**src/sv/idss_pkg.sv**
```systemverilog
// ----------------------------------------------------------------------------
// idss_pkg: shared types and constants of the identification string scanner
// Result word layout, marker patterns and the character codes the scanner
// compares against.
// ----------------------------------------------------------------------------
package idss_pkg;

    // result kinds
    localparam logic [1:0] KIND_TEXT   = 2'd0;
    localparam logic [1:0] KIND_END    = 2'd1;
    localparam logic [1:0] KIND_REPORT = 2'd2;

    // most results one input word can cause
    localparam int unsigned MAX_RES = 5;

    // markers, first byte in the top position
    localparam logic [31:0] MARK_SCCS = 32'h4028_2329;  // "@(#)"
    localparam logic [31:0] MARK_ID   = 32'h2449_643A;  // "$Id:"

    // character codes
    localparam logic [7:0] CH_NUL   = 8'h00;
    localparam logic [7:0] CH_TAB   = 8'h09;
    localparam logic [7:0] CH_LF    = 8'h0A;
    localparam logic [7:0] CH_SPACE = 8'h20;
    localparam logic [7:0] CH_QUOTE = 8'h22;
    localparam logic [7:0] CH_GT    = 8'h3E;
    localparam logic [7:0] CH_BSL   = 8'h5C;

    // one result word
    typedef struct packed {
        logic [7:0] data;
        logic [1:0] kind;
        logic       found;
    } t_res;

    // results of one input word, oldest in entry 0
    typedef struct packed {
        t_res [MAX_RES-1:0] ent;
        logic [2:0]         cnt;
    } t_batch;

    // registered input word
    typedef struct packed {
        logic [7:0] data_byte;
        logic       is_end;
    } t_in_word;

endpackage

```
**src/sv/idss_if.sv**
```systemverilog
// ----------------------------------------------------------------------------
// idss_in_if / idss_out_if: valid/ready channels of the scanner
// Input channel carries a file byte or an end-of-file flag; output channel
// carries one result word.
// ----------------------------------------------------------------------------
interface idss_in_if;
    logic       valid;
    logic       ready;
    logic [7:0] data_byte;
    logic       is_end;

    modport source (output valid, output data_byte, output is_end, input ready);
    modport sink   (input valid, input data_byte, input is_end, output ready);
endinterface

interface idss_out_if;
    logic       valid;
    logic       ready;
    logic [7:0] out_byte;
    logic [1:0] out_kind;
    logic       found_any;
    logic       last;

    modport source (output valid, output out_byte, output out_kind,
                     output found_any, output last, input ready);
    modport sink   (input valid, input out_byte, input out_kind,
                    input found_any, input last, output ready);
endinterface

```
**src/sv/idss_in_stage.sv**
```systemverilog
// ----------------------------------------------------------------------------
// idss_in_stage: input register
// Captures one input word; frees up in the same cycle the core consumes it.
// ----------------------------------------------------------------------------
module idss_in_stage (
    input  logic              i_clk,
    input  logic              i_rst_n,
    idss_in_if.sink           i_in,
    input  logic              i_consume,
    output logic              o_valid,
    output idss_pkg::t_in_word o_word
);
    import idss_pkg::*;

    logic     r_valid;
    t_in_word r_word;

    assign i_in.ready = !r_valid || i_consume;
    assign o_valid    = r_valid;
    assign o_word     = r_word;

    // valid flag
    always_ff @(posedge i_clk) begin
        if (!i_rst_n) begin
            r_valid <= 1'b0;
        end else if (i_in.valid && i_in.ready) begin
            r_valid <= 1'b1;
        end else if (i_consume) begin
            r_valid <= 1'b0;
        end
    end

    // payload
    always_ff @(posedge i_clk) begin
        if (i_in.valid && i_in.ready) begin
            r_word.data_byte <= i_in.data_byte;
            r_word.is_end    <= i_in.is_end;
        end
    end

endmodule

```
**src/sv/idss_scan_core.sv**
```systemverilog
// ----------------------------------------------------------------------------
// idss_scan_core: marker search, skip and text logic
// Holds the per-file scan state and works out, in one pass, the next state
// and the list of result words caused by the registered input word.
// ----------------------------------------------------------------------------
module idss_scan_core (
    input  logic               i_clk,
    input  logic               i_rst_n,
    input  logic               i_cfg_we,
    input  logic               i_cfg_wdata,
    input  logic               i_valid,
    input  idss_pkg::t_in_word i_word,
    input  logic               i_can_load,
    output logic               o_consume,
    output logic               o_load,
    output idss_pkg::t_batch   o_batch
);
    import idss_pkg::*;

    // scan phases
    localparam logic [1:0] PH_SEARCH = 2'd0;
    localparam logic [1:0] PH_SKIP   = 2'd1;
    localparam logic [1:0] PH_TEXT   = 2'd2;

    logic        r_first_only;
    logic [23:0] r_hist,      n_hist;
    logic [1:0]  r_phase,     n_phase;
    logic [23:0] r_held,      n_held;
    logic [1:0]  r_held_cnt,  n_held_cnt;
    logic        r_nonempty,  n_nonempty;
    logic        r_file_done, n_file_done;
    logic        r_matched,   n_matched;

    logic [7:0]  b;
    logic        is_term;
    logic        is_blank;
    logic        hit_marker;
    logic        skip_match;
    logic [31:0] cand;
    logic        text_drop;
    logic        text_ne;
    t_batch      batch;

    assign o_consume = i_valid && i_can_load;
    assign o_load    = o_consume && (batch.cnt != 3'd0);
    assign o_batch   = batch;

    assign b        = i_word.data_byte;
    assign is_term  = (b == CH_NUL) || (b == CH_GT) || (b == CH_QUOTE) ||
                      (b == CH_BSL) || (b == CH_LF);
    assign is_blank = (b == CH_SPACE) || (b == CH_TAB);

    // marker completes on this byte
    assign hit_marker = ((r_hist == MARK_SCCS[31:8]) && (b == MARK_SCCS[7:0])) ||
                        ((r_hist == MARK_ID[31:8])   && (b == MARK_ID[7:0]));

    // held bytes plus this byte still a marker prefix
    assign cand = {r_held, b};
    always_comb begin
        unique case (r_held_cnt)
            2'd0: skip_match = (cand[7:0] == MARK_SCCS[31:24]) ||
                               (cand[7:0] == MARK_ID[31:24]);
            2'd1: skip_match = (cand[15:0] == MARK_SCCS[31:16]) ||
                               (cand[15:0] == MARK_ID[31:16]);
            2'd2: skip_match = (cand[23:0] == MARK_SCCS[31:8]) ||
                               (cand[23:0] == MARK_ID[31:8]);
            2'd3: skip_match = (cand == MARK_SCCS) || (cand == MARK_ID);
            default: skip_match = 1'b0;
        endcase
    end

    // trailing " $" is dropped when text came before it
    assign text_drop = (r_held_cnt == 2'd2) && (r_held[15:0] == {CH_SPACE, MARK_ID[31:24]}) &&
                       r_nonempty;
    assign text_ne   = r_nonempty || (r_held_cnt != 2'd0);

    // next state and result list
    always_comb begin
        logic [2:0] k;
        logic [1:0] sel;
        k           = 3'd0;
        sel         = 2'd0;
        batch       = '0;
        n_hist      = r_hist;
        n_phase     = r_phase;
        n_held      = r_held;
        n_held_cnt  = r_held_cnt;
        n_nonempty  = r_nonempty;
        n_file_done = r_file_done;
        n_matched   = r_matched;

        if (o_consume) begin
            if (i_word.is_end) begin
                // flush pending string
                if (!r_file_done && (r_phase == PH_SKIP)) begin
                    for (int i = 0; i < 3; i++) begin
                        if (2'(i) < r_held_cnt) begin
                            sel = r_held_cnt - 2'(i) - 2'd1;
                            batch.ent[k] = '{data: r_held[{sel, 3'b000} +: 8],
                                             kind: KIND_TEXT, found: 1'b0};
                            k = k + 3'd1;
                        end
                    end
                    if (r_held_cnt != 2'd0) begin
                        batch.ent[k] = '{data: 8'd0, kind: KIND_END, found: 1'b0};
                        k = k + 3'd1;
                        n_matched = 1'b1;
                    end
                end else if (!r_file_done && (r_phase == PH_TEXT)) begin
                    if (!text_drop) begin
                        for (int i = 0; i < 2; i++) begin
                            if (2'(i) < r_held_cnt) begin
                                sel = r_held_cnt - 2'(i) - 2'd1;
                                batch.ent[k] = '{data: r_held[{sel, 3'b000} +: 8],
                                                 kind: KIND_TEXT, found: 1'b0};
                                k = k + 3'd1;
                            end
                        end
                    end
                    if (text_ne) begin
                        batch.ent[k] = '{data: 8'd0, kind: KIND_END, found: 1'b0};
                        k = k + 3'd1;
                        n_matched = 1'b1;
                    end
                end
                // end-of-file report, per-file state cleared
                batch.ent[k] = '{data: 8'd0, kind: KIND_REPORT, found: n_matched};
                k = k + 3'd1;
                n_hist      = '0;
                n_phase     = PH_SEARCH;
                n_held      = '0;
                n_held_cnt  = 2'd0;
                n_nonempty  = 1'b0;
                n_file_done = 1'b0;
            end else if (!r_file_done) begin
                unique case (r_phase)
                    PH_SKIP: begin
                        if ((r_held_cnt == 2'd0) && is_blank) begin
                            // leading blank skipped
                        end else if (skip_match) begin
                            if (r_held_cnt == 2'd3) begin
                                // repeated marker complete
                                n_held     = '0;
                                n_held_cnt = 2'd0;
                            end else begin
                                n_held     = cand[23:0];
                                n_held_cnt = r_held_cnt + 2'd1;
                            end
                        end else if (is_term) begin
                            // held bytes form the whole string
                            for (int i = 0; i < 3; i++) begin
                                if (2'(i) < r_held_cnt) begin
                                    sel = r_held_cnt - 2'(i) - 2'd1;
                                    batch.ent[k] = '{data: r_held[{sel, 3'b000} +: 8],
                                                     kind: KIND_TEXT, found: 1'b0};
                                    k = k + 3'd1;
                                end
                            end
                            if (r_held_cnt != 2'd0) begin
                                batch.ent[k] = '{data: 8'd0, kind: KIND_END, found: 1'b0};
                                k = k + 3'd1;
                                n_matched = 1'b1;
                                if (r_first_only) begin
                                    n_file_done = 1'b1;
                                end
                            end
                            n_phase    = PH_SEARCH;
                            n_hist     = '0;
                            n_held     = '0;
                            n_held_cnt = 2'd0;
                            n_nonempty = 1'b0;
                        end else begin
                            // failed marker: held bytes and this byte become text
                            for (int i = 0; i < 2; i++) begin
                                if (2'(i + 1) < r_held_cnt) begin
                                    sel = r_held_cnt - 2'(i) - 2'd1;
                                    batch.ent[k] = '{data: r_held[{sel, 3'b000} +: 8],
                                                     kind: KIND_TEXT, found: 1'b0};
                                    k = k + 3'd1;
                                end
                            end
                            n_held     = {8'd0, r_held[7:0], b};
                            n_held_cnt = (r_held_cnt != 2'd0) ? 2'd2 : 2'd1;
                            n_nonempty = (r_held_cnt >= 2'd2);
                            n_phase    = PH_TEXT;
                        end
                    end
                    PH_TEXT: begin
                        if (is_term) begin
                            if (!text_drop) begin
                                for (int i = 0; i < 2; i++) begin
                                    if (2'(i) < r_held_cnt) begin
                                        sel = r_held_cnt - 2'(i) - 2'd1;
                                        batch.ent[k] = '{data: r_held[{sel, 3'b000} +: 8],
                                                         kind: KIND_TEXT, found: 1'b0};
                                        k = k + 3'd1;
                                    end
                                end
                            end
                            if (text_ne) begin
                                batch.ent[k] = '{data: 8'd0, kind: KIND_END, found: 1'b0};
                                k = k + 3'd1;
                                n_matched = 1'b1;
                                if (r_first_only) begin
                                    n_file_done = 1'b1;
                                end
                            end
                            n_phase    = PH_SEARCH;
                            n_hist     = '0;
                            n_held     = '0;
                            n_held_cnt = 2'd0;
                            n_nonempty = 1'b0;
                        end else begin
                            // two-byte delay line for the " $" trim
                            if (r_held_cnt == 2'd2) begin
                                batch.ent[k] = '{data: r_held[15:8], kind: KIND_TEXT,
                                                 found: 1'b0};
                                k = k + 3'd1;
                                n_nonempty = 1'b1;
                            end else begin
                                n_held_cnt = r_held_cnt + 2'd1;
                            end
                            n_held = {8'd0, r_held[7:0], b};
                        end
                    end
                    default: begin
                        // searching
                        if (hit_marker) begin
                            n_phase    = PH_SKIP;
                            n_held     = '0;
                            n_held_cnt = 2'd0;
                            n_hist     = '0;
                        end else begin
                            n_hist = {r_hist[15:0], b};
                        end
                    end
                endcase
            end
        end
        batch.cnt = k;
    end

    // config register
    always_ff @(posedge i_clk) begin
        if (!i_rst_n) begin
            r_first_only <= 1'b0;
        end else if (i_cfg_we) begin
            r_first_only <= i_cfg_wdata;
        end
    end

    // scan state
    always_ff @(posedge i_clk) begin
        if (!i_rst_n) begin
            r_hist      <= '0;
            r_phase     <= PH_SEARCH;
            r_held      <= '0;
            r_held_cnt  <= 2'd0;
            r_nonempty  <= 1'b0;
            r_file_done <= 1'b0;
            r_matched   <= 1'b0;
        end else begin
            r_hist      <= n_hist;
            r_phase     <= n_phase;
            r_held      <= n_held;
            r_held_cnt  <= n_held_cnt;
            r_nonempty  <= n_nonempty;
            r_file_done <= n_file_done;
            r_matched   <= n_matched;
        end
    end

endmodule

```
**src/sv/idss_res_buf.sv**
```systemverilog
// ----------------------------------------------------------------------------
// idss_res_buf: result buffer
// Holds the result list of one input word and hands it out one word per
// handshake; reloads in the cycle its final word is taken.
// ----------------------------------------------------------------------------
module idss_res_buf (
    input  logic             i_clk,
    input  logic             i_rst_n,
    input  logic             i_load,
    input  idss_pkg::t_batch i_batch,
    output logic             o_can_load,
    idss_out_if.source       o_out
);
    import idss_pkg::*;

    t_res [MAX_RES-1:0] r_ent;
    logic [2:0]         r_cnt;
    logic [2:0]         r_idx;
    t_res               cur;
    logic               is_last;
    logic               take;

    assign cur     = r_ent[r_idx];
    assign is_last = (r_idx == (r_cnt - 3'd1));
    assign take    = o_out.valid && o_out.ready;

    assign o_can_load      = (r_cnt == 3'd0) || (take && is_last);
    assign o_out.valid     = (r_cnt != 3'd0);
    assign o_out.out_byte  = cur.data;
    assign o_out.out_kind  = cur.kind;
    assign o_out.found_any = cur.found;
    assign o_out.last      = is_last;

    // fill count and read pointer
    always_ff @(posedge i_clk) begin
        if (!i_rst_n) begin
            r_cnt <= 3'd0;
            r_idx <= 3'd0;
        end else if (i_load) begin
            r_cnt <= i_batch.cnt;
            r_idx <= 3'd0;
        end else if (take) begin
            if (is_last) begin
                r_cnt <= 3'd0;
                r_idx <= 3'd0;
            end else begin
                r_idx <= r_idx + 3'd1;
            end
        end
    end

    // result words
    always_ff @(posedge i_clk) begin
        if (i_load) begin
            r_ent <= i_batch.ent;
        end
    end

endmodule

```
**src/sv/id_string_scanner_top.sv**
```systemverilog
// ----------------------------------------------------------------------------
// id_string_scanner_top: identification string scanner
// Path: an input word is registered in the input stage; its result words are then
//   registered in the result buffer, and a busy result buffer can hold that load off.
// Throughput: one input word per cycle while each causes at most one result and
//   the output takes it; a word with more results holds the buffer until each is taken.
// Reset: synchronous, clears scan state, buffers and first_only; no clear pass.
// ----------------------------------------------------------------------------
module id_string_scanner_top (
    input  logic       i_clk,
    input  logic       i_rst_n,
    input  logic       i_cfg_we,
    input  logic       i_cfg_wdata,
    idss_in_if.sink    i_in,
    idss_out_if.source o_out
);
    import idss_pkg::*;

    logic     in_valid;
    t_in_word in_word;
    logic     consume;
    logic     can_load;
    logic     load;
    t_batch   batch;

    // input register
    idss_in_stage u_in_stage (
        .i_clk     (i_clk),
        .i_rst_n   (i_rst_n),
        .i_in      (i_in),
        .i_consume (consume),
        .o_valid   (in_valid),
        .o_word    (in_word)
    );

    // scan logic
    idss_scan_core u_core (
        .i_clk       (i_clk),
        .i_rst_n     (i_rst_n),
        .i_cfg_we    (i_cfg_we),
        .i_cfg_wdata (i_cfg_wdata),
        .i_valid     (in_valid),
        .i_word      (in_word),
        .i_can_load  (can_load),
        .o_consume   (consume),
        .o_load      (load),
        .o_batch     (batch)
    );

    // result buffer
    idss_res_buf u_res_buf (
        .i_clk      (i_clk),
        .i_rst_n    (i_rst_n),
        .i_load     (load),
        .i_batch    (batch),
        .o_can_load (can_load),
        .o_out      (o_out)
    );

endmodule

```
**src/flat_wrapper.sv**
```systemverilog
// flat-port wrapper written by rule: the top's interface ports become plain ports
module id_string_scanner_top_flat import idss_pkg::*;
  (i_clk, i_rst_n, i_cfg_we, i_cfg_wdata, i_in_valid, i_in_data_byte, i_in_is_end, i_in_ready, o_out_valid, o_out_out_byte, o_out_out_kind, o_out_found_any, o_out_last, o_out_ready);
  idss_in_if i_in_i ();
  idss_out_if o_out_i ();
  input  logic i_clk;
  input  logic i_rst_n;
  input  logic i_cfg_we;
  input  logic i_cfg_wdata;
  input wire logic [$bits(i_in_i.valid)-1:0] i_in_valid;
  input wire logic [$bits(i_in_i.data_byte)-1:0] i_in_data_byte;
  input wire logic [$bits(i_in_i.is_end)-1:0] i_in_is_end;
  output wire logic [$bits(i_in_i.ready)-1:0] i_in_ready;
  output wire logic [$bits(o_out_i.valid)-1:0] o_out_valid;
  output wire logic [$bits(o_out_i.out_byte)-1:0] o_out_out_byte;
  output wire logic [$bits(o_out_i.out_kind)-1:0] o_out_out_kind;
  output wire logic [$bits(o_out_i.found_any)-1:0] o_out_found_any;
  output wire logic [$bits(o_out_i.last)-1:0] o_out_last;
  input wire logic [$bits(o_out_i.ready)-1:0] o_out_ready;
  assign i_in_i.valid = i_in_valid;
  assign i_in_i.data_byte = i_in_data_byte;
  assign i_in_i.is_end = i_in_is_end;
  assign i_in_ready = i_in_i.ready;
  assign o_out_valid = o_out_i.valid;
  assign o_out_out_byte = o_out_i.out_byte;
  assign o_out_out_kind = o_out_i.out_kind;
  assign o_out_found_any = o_out_i.found_any;
  assign o_out_last = o_out_i.last;
  assign o_out_i.ready = o_out_ready;
  id_string_scanner_top u_core (.i_clk(i_clk), .i_rst_n(i_rst_n), .i_cfg_we(i_cfg_we), .i_cfg_wdata(i_cfg_wdata), .i_in(i_in_i), .o_out(o_out_i));
endmodule
```
**config.mk**
```make
export PLATFORM = sky130hd
export DESIGN_NAME = id_string_scanner_top_flat
export DESIGN_NICKNAME = d
export VERILOG_FILES = /design/src/sv/idss_pkg.sv /design/src/sv/idss_if.sv /design/src/sv/idss_in_stage.sv /design/src/sv/idss_scan_core.sv /design/src/sv/idss_res_buf.sv /design/src/sv/id_string_scanner_top.sv /design/src/flat_wrapper.sv
export SDC_FILE = /design/constraint.sdc
export NUM_CORES = 1
export LEC_CHECK = 0
export CELL_PAD_IN_SITES_DETAIL_PLACEMENT = 0
export CELL_PAD_IN_SITES_GLOBAL_PLACEMENT = 1
export CORE_MARGIN = 3
export CORE_UTILIZATION = 25
export DETAILED_ROUTE_END_ITERATION = 8
export DONT_BUFFER_PORTS = 1
export PLACE_DENSITY = 0.54
export SYNTH_ARGS = -nofsm -noshare
export SYNTH_HDL_FRONTEND = slang
export SYNTH_SLANG_ARGS = --single-unit
```
**constraint.sdc**
```tcl
create_clock -name i_clk -period 6 [get_ports i_clk]
set_input_delay 0.6 -clock i_clk [delete_from_list [all_inputs] [get_ports i_clk]]
set_output_delay 0.6 -clock i_clk [all_outputs]
set_load 0.005 [all_outputs]
```
### After elaboration in Yosys (flattened, before gate mapping)

Index checks and enable logic that the tools add are counted.

| operators by class | value |
|---|---|
| add/subtract/negate cells | 19 |
| $lt $le $gt $ge | 29 |
| eq/ne operators | 32 |
| shifts and indexed selects | 3 |
| mux-type cells | 274 |
| bitwise operators | 13 |
| reductions and logical operators | 58 |

Operators with widths:

| kind | number |
|---|---|
| two-way mux 55 bit | 51 |
| two-way mux 11 bit | 44 |
| bitwise mux 55 bit | 8 |
| demux 11 bit (select 3 bit) | 12 |
| two-way mux 24 bit | 12 |
| two-way mux 3 bit | 84 |
| bitwise AND 50 bit | 4 |
| inverter 50 bit | 4 |
| one-hot mux 55 bit (2 select lines) | 1 |
| one-hot mux 24 bit (2 select lines) | 2 |
| variable part select 24 x 6 -> 8 bit | 3 |
| less-than comparator 3 x 4 -> 1 bit (second input constant) | 13 |
| == test 24 x 22 -> 1 bit (second input constant) | 2 |
| == test 24 x 23 -> 1 bit (second input constant) | 2 |
| == test 8 x 6 -> 1 bit (second input constant) | 6 |
| two-way mux 44 bit | 1 |
| adder 3 x 1 -> 3 bit (second input constant) | 13 |
| >= comparator 3 x 1 -> 1 bit (second input constant) | 12 |
| two-way mux 2 bit | 17 |
| binary-select mux 11 bit (select 3 bit) | 1 |
| two-way mux 1 bit | 33 |
| == test 16 x 14 -> 1 bit (second input constant) | 2 |
| == test 32 x 30 -> 1 bit (second input constant) | 1 |
| == test 32 x 31 -> 1 bit (second input constant) | 1 |
| other kinds (39) | 99 |

| storage, ports and cells | value |
|---|---|
| register bits | 127 |
| output and inout port bits | 14 |

### Longest topological paths before layout

| depth | value |
|---|---|
| word-level depth | 43 |
| depth in mapped cells | 16 |
| depth with buffers taken out | 13 |

### Cells and area by module

A second synthesis with hierarchy kept.

| second synthesis, totals | value |
|---|---|
| cells, all modules | 930 |
| area total of the unflattened synthesis | 8,503.2 sq um |

Modules (own cells, without submodules):

| module | instances | cells each | area an instance (sq um) | sequential area each (sq um) |
|---|---|---|---|---|
| idss_scan_core | 1 | 775 | 5,766.8 | 1,121.1 |
| idss_res_buf | 1 | 141 | 2,408.6 | 1,771.7 |
| idss_in_stage | 1 | 14 | 327.8 | 290.3 |

### Least setup slack after synthesis

OpenSTA, ideal clock, no wires.

| timing | value |
|---|---|
| path kind | reg2reg |
| start point | register u_core.u_core.r_held_cnt[0] |
| end point | register u_core.u_res_buf.r_ent[0] (netlist bit) (enable) |
| setup time | 0.716 ns |
| data arrival time | 4.217 ns |
| data required time | 5.284 ns |
| path slack | 1.067 ns |
| stages on the path, launching flop included | 16 |
| path buffers | 3 |
| cells stage by stage | dfxtp_1 > clkbuf_1 > inv_1 > clkbuf_1 > ha_1 > buf_1 > nand4b_1 > or4_4 > o21ai_2 > a21oi_2 > or2_1 > ha_1 > nand2_1 > mux2i_1 > nor3_1 > nand3_1 |

| between the ends | value |
|---|---|
| cells in the longest elaborated chain, start to end | 38 |
| elaborated cells between the ends (all ways) | 111 |
| those cells by class | add/sub: 12; order compare: 3; eq/ne: 3; mux: 85; reduce/logical: 8 |

Ends and longest elaborated chain:

| what | line | RTL |
|---|---|---|
| start: declaration | idss_scan_core.sv:29 | `logic [1:0] r_held_cnt, n_held_cnt;` |
| start signal: assignment | idss_scan_core.sv:266 | `r_held_cnt <= n_held_cnt;` |
| less-than comparator 1 x 2 -> 1 bit | n/a |  |
| two-way mux 1 bit | n/a |  |
| two-way mux 3 bit | idss_scan_core.sv:149 | `end else if (is_term) begin` |
| two-way mux 3 bit | idss_scan_core.sv:140 | `end else if (skip_match) begin` |
| two-way mux 3 bit | idss_scan_core.sv:138 | `if ((r_held_cnt == 2'd0) && is_blank) begin` |
| two-way mux 3 bit | idss_scan_core.sv:136 | `unique case (r_phase)` |
| two-way mux 3 bit | idss_scan_core.sv:135 | `end else if (!r_file_done) begin` |
| two-way mux 3 bit | idss_scan_core.sv:93 | `if (i_word.is_end) begin` |
| (+23 left out) | n/a |  |
| two-way mux 3 bit | idss_scan_core.sv:138 |  |
| one-hot mux 3 bit (2 select lines) | idss_scan_core.sv:136 |  |
| two-way mux 3 bit | idss_scan_core.sv:135 |  |
| two-way mux 3 bit (*) | idss_scan_core.sv:93 |  |
| two-way mux 3 bit (*) | idss_scan_core.sv:92 | `if (o_consume) begin` |
| nonzero test 3 bit (*) | idss_scan_core.sv:45 | `assign o_load = o_consume && (batch.cnt != 3'd0);` |
| logical AND 1 bit (*) | idss_scan_core.sv:45 |  |
| named net u_core.load | id_string_scanner_top.sv:23 | `logic load;` |
| end signal: assignment | idss_res_buf.sv:55 | `r_ent <= i_batch.ent;` |
| end: declaration | idss_res_buf.sv:16 | `t_res [MAX_RES-1:0] r_ent;` |

The timed path passes the listed nets; every way through them passes the cells marked *. The select of a mux whose other input is x is not followed.
A chain may end at the register's enable or synchronous reset.

### Worst setup path in the final report

| timing | value |
|---|---|
| start point | register u_core.u_core.r_held_cnt[0] |
| end point | register u_core.u_res_buf.r_ent[28] (netlist bit) (enable) |

Same word-level chain as after synthesis.

==> flow_summary.toml <==
[run_status]
status = "complete, no violations"

[setup_path]
cp.arrival_ps = 4340
worstSetupEndpointType = "flip-flop"
worstPathRequired_ps = 6120
crit_type = "reg2reg"
cp_max_fo = 40
cp-start-kind = "flip-flop"

[clock_network]
clkTransAtPathRegs_ps = 60
cts_buffers = 17
clkSinkCount = 119
post-cts-setup-buffers = 0
hold_buffers = 0
cts_root_buf = "clkbuf_16"
cts_tree = "built"
insertion_delay_ps = 420
cts_resized = 0
h-tree-depth = 4
cts_buffer_depth = 2

[final_layout]
area_growth_pct = 11.9
nFillCells = 3160
drive_gt1_frac = 0.106
diodes = 0
fin_nets = 847
final_cell_area_um2 = 8460

[synth]
ys_ff_latch = 119
synth_top_cell_area_share = 0.222
netlist_instances = 850
synth_edf_count = 56
yosys_warnings = 0
syn_area_um2 = 7560
synth-main-ff-cell = "dfxtp_1"
yosys.area.top_type = "edfxtp_1"
ys_types = 84
syn_area_per_cell_um2 = 8.90
yosysSeqAreaShare = 0.389
synth.most_common_cell = "nand2_1"
ys_top_cells_by_count = "nand2_1 (84), nor2_1 (65), dfxtp_1 (63)"
synthArstFlopShare = 0
synth_area_leaders = "edfxtp_1 (22%), dfxtp_1 (17%), nand2_1 (4.2%), nand3_1 (3.4%), nor2_1 (3.2%)"

[timing]
whs_ps = 272
finalSetupViolCount = 0
hold_viol = 0
tightest_slew_ps = 984
fin_crit_sh = 0.704
slew_violations = 0
min_period_ps = 4220
maxSlewHeadroom = 0.341
grt_setup_unrepaired = "false"
setup_ws_ps = 1780
fmaxAchievable_mhz = 237
finalSetupTns_ps = 0
fin_skew_ps = 10.3

[detailed_routing]
wl_mm = 23.3
ant_nets = 0
firstDrtPassIters = 5
vias_per_cell = 5.15
drt_iter0_markers = 444
drt-wirelength-per-cell_um = 19.1
drc = 0
dr_total_vias = 6290

[global_routing]
grt_use_total = 0.144
grt-ovfl-total = 0
grt_pass1_wl_mm = 37.4
grt_pass1_vias = 6195
grt_max_degree = 56
antenna_found_initial = 0

[floorplanning]
start_util = 0.254
rows = 63
dieArea_um2 = 32400
die_h_um = 180
die_w_um = 180
core_um2 = 29700
io_pins = 29

[placement]
hpwl_mm = 16.8
placed_area_um2 = 7890
place_ws_ps = 1820
numPortBuffers = 0
gp_congestion = 0.800

[worst_hold_path]
hold_path.class = "in2reg"

[power_and_ir_drop]
leakagePower_nw = 2.66
ir_drop_mv = 0.147
power.density_nw_per_um2 = 234

[job]
maxCapViolCount = 0
==> registers in the layout, summed over array words and instances (netlist names) <==
register	cells
u_core.u_core.r_nonempty	1
u_core.u_res_buf.r_ent	47
u_core.u_core.r_hist	24
u_core.u_res_buf.r_idx	3
u_core.u_core.r_matched	1
u_core.u_core.r_phase	2
u_core.u_in_stage.o_valid	1
u_core.u_res_buf.r_cnt	3
u_core.u_core.r_file_done	1
u_core.u_core.r_held_cnt	2
u_core.u_core.r_first_only	1
u_core.u_in_stage.o_word	9
u_core.u_core.r_held	24
==> stage by stage <==
step           std cells   util  total power, mW
3_5_place_dp        1189  0.266             1.00
3_3_place_gp        1189  0.266             1.00
4_1_cts             1221  0.285             2.01
6_report            1221  0.285             1.98
2_1_floorplan        857      -            0.976
5_1_grt             1221  0.285             2.06
==> cells in the final DEF, fill, tap and decap left out, drive strengths merged, types with 11 or more instances in the layout <==
| cell | count |
|---|---|
| a21oi | 39 |
| a221oi | 14 |
| a22o | 21 |
| and3 | 12 |
| buf | 11 |
| clkbuf | 18 |
| dfxtp | 63 |
| edfxtp | 56 |
| ha | 14 |
| inv | 25 |
| mux2i | 20 |
| nand2 | 84 |
| nand2b | 16 |
| nand3 | 51 |
| nor2 | 65 |
| nor2b | 30 |
| nor3 | 25 |
| o211ai | 13 |
| o21ai | 48 |
| o22ai | 16 |
==> final cells by class <==
type                            count  area (µm²)  share of cell area
Tap cell                          390         488              0.0576
Multi-Input combinational cell    651        4310               0.509
Sequential cell                   119        2940               0.348
Clock buffer                       18         430              0.0508
Inverter                           18        67.6             0.00798
Timing Repair Buffer               11        82.6             0.00976
Clock inverter                     14         143              0.0169
==> path summary, 6_finish.rpt <==
check,slack (ps),start,depth (start not counted),end
max reg2reg,1780,u_core.u_core.r_held_cnt[0],13,u_core.u_res_buf.r_ent[28]
max,1780,u_core.u_core.r_held_cnt[0],13,u_core.u_res_buf.r_ent[28]
min reg2reg,460,u_core.u_core.r_hist[17],2,u_core.u_core.r_hist[17]
min,270,i_in_data_byte[1],0,u_core.u_in_stage.o_word[2]
==> cell families after synthesis <==
logic type	synth area share
other	0.000496
flip-flops	0.389
AO/OA/AOI/OAI	0.214
XOR/XNOR	0.00778
AND/OR/NAND/NOR	0.254
multiplexers	0.0637
adder cells (fa/ha/maj)	0.0232
buffers and inverters	0.0473
==> critical path: stages (launching register included) <==
cell	delay (ps)
dfxtp_2	320
inv_1	400
ha_1	540
nand4b_1	140
or4_4	460
o21ai_2	230
a21oi_2	100
or2_1	260
ha_1	200
nand2_1	50
mux2i_1	60
nor3_1	420
nand3_2	330
buf_4	390
==> layer usage <==
metal	wire [µm]	GRT usage	vias to the layer above	part of all wire
li1	-	-	3139	-
met1	12300	0.219	3031	0.53
met2	10100	0.214	105	0.44
met3	619	0.0210	15	0.027
met4	212	0.0331	0	0.0091
met5	0	0	-	0
==> power by group <==
group | switching, mW | internal [mW]
clock network | 0.418 | 0.584
registers | 0.0190 | 0.867
logic | 0.0652 | 0.0301
(Power assumes the default switching activity.)
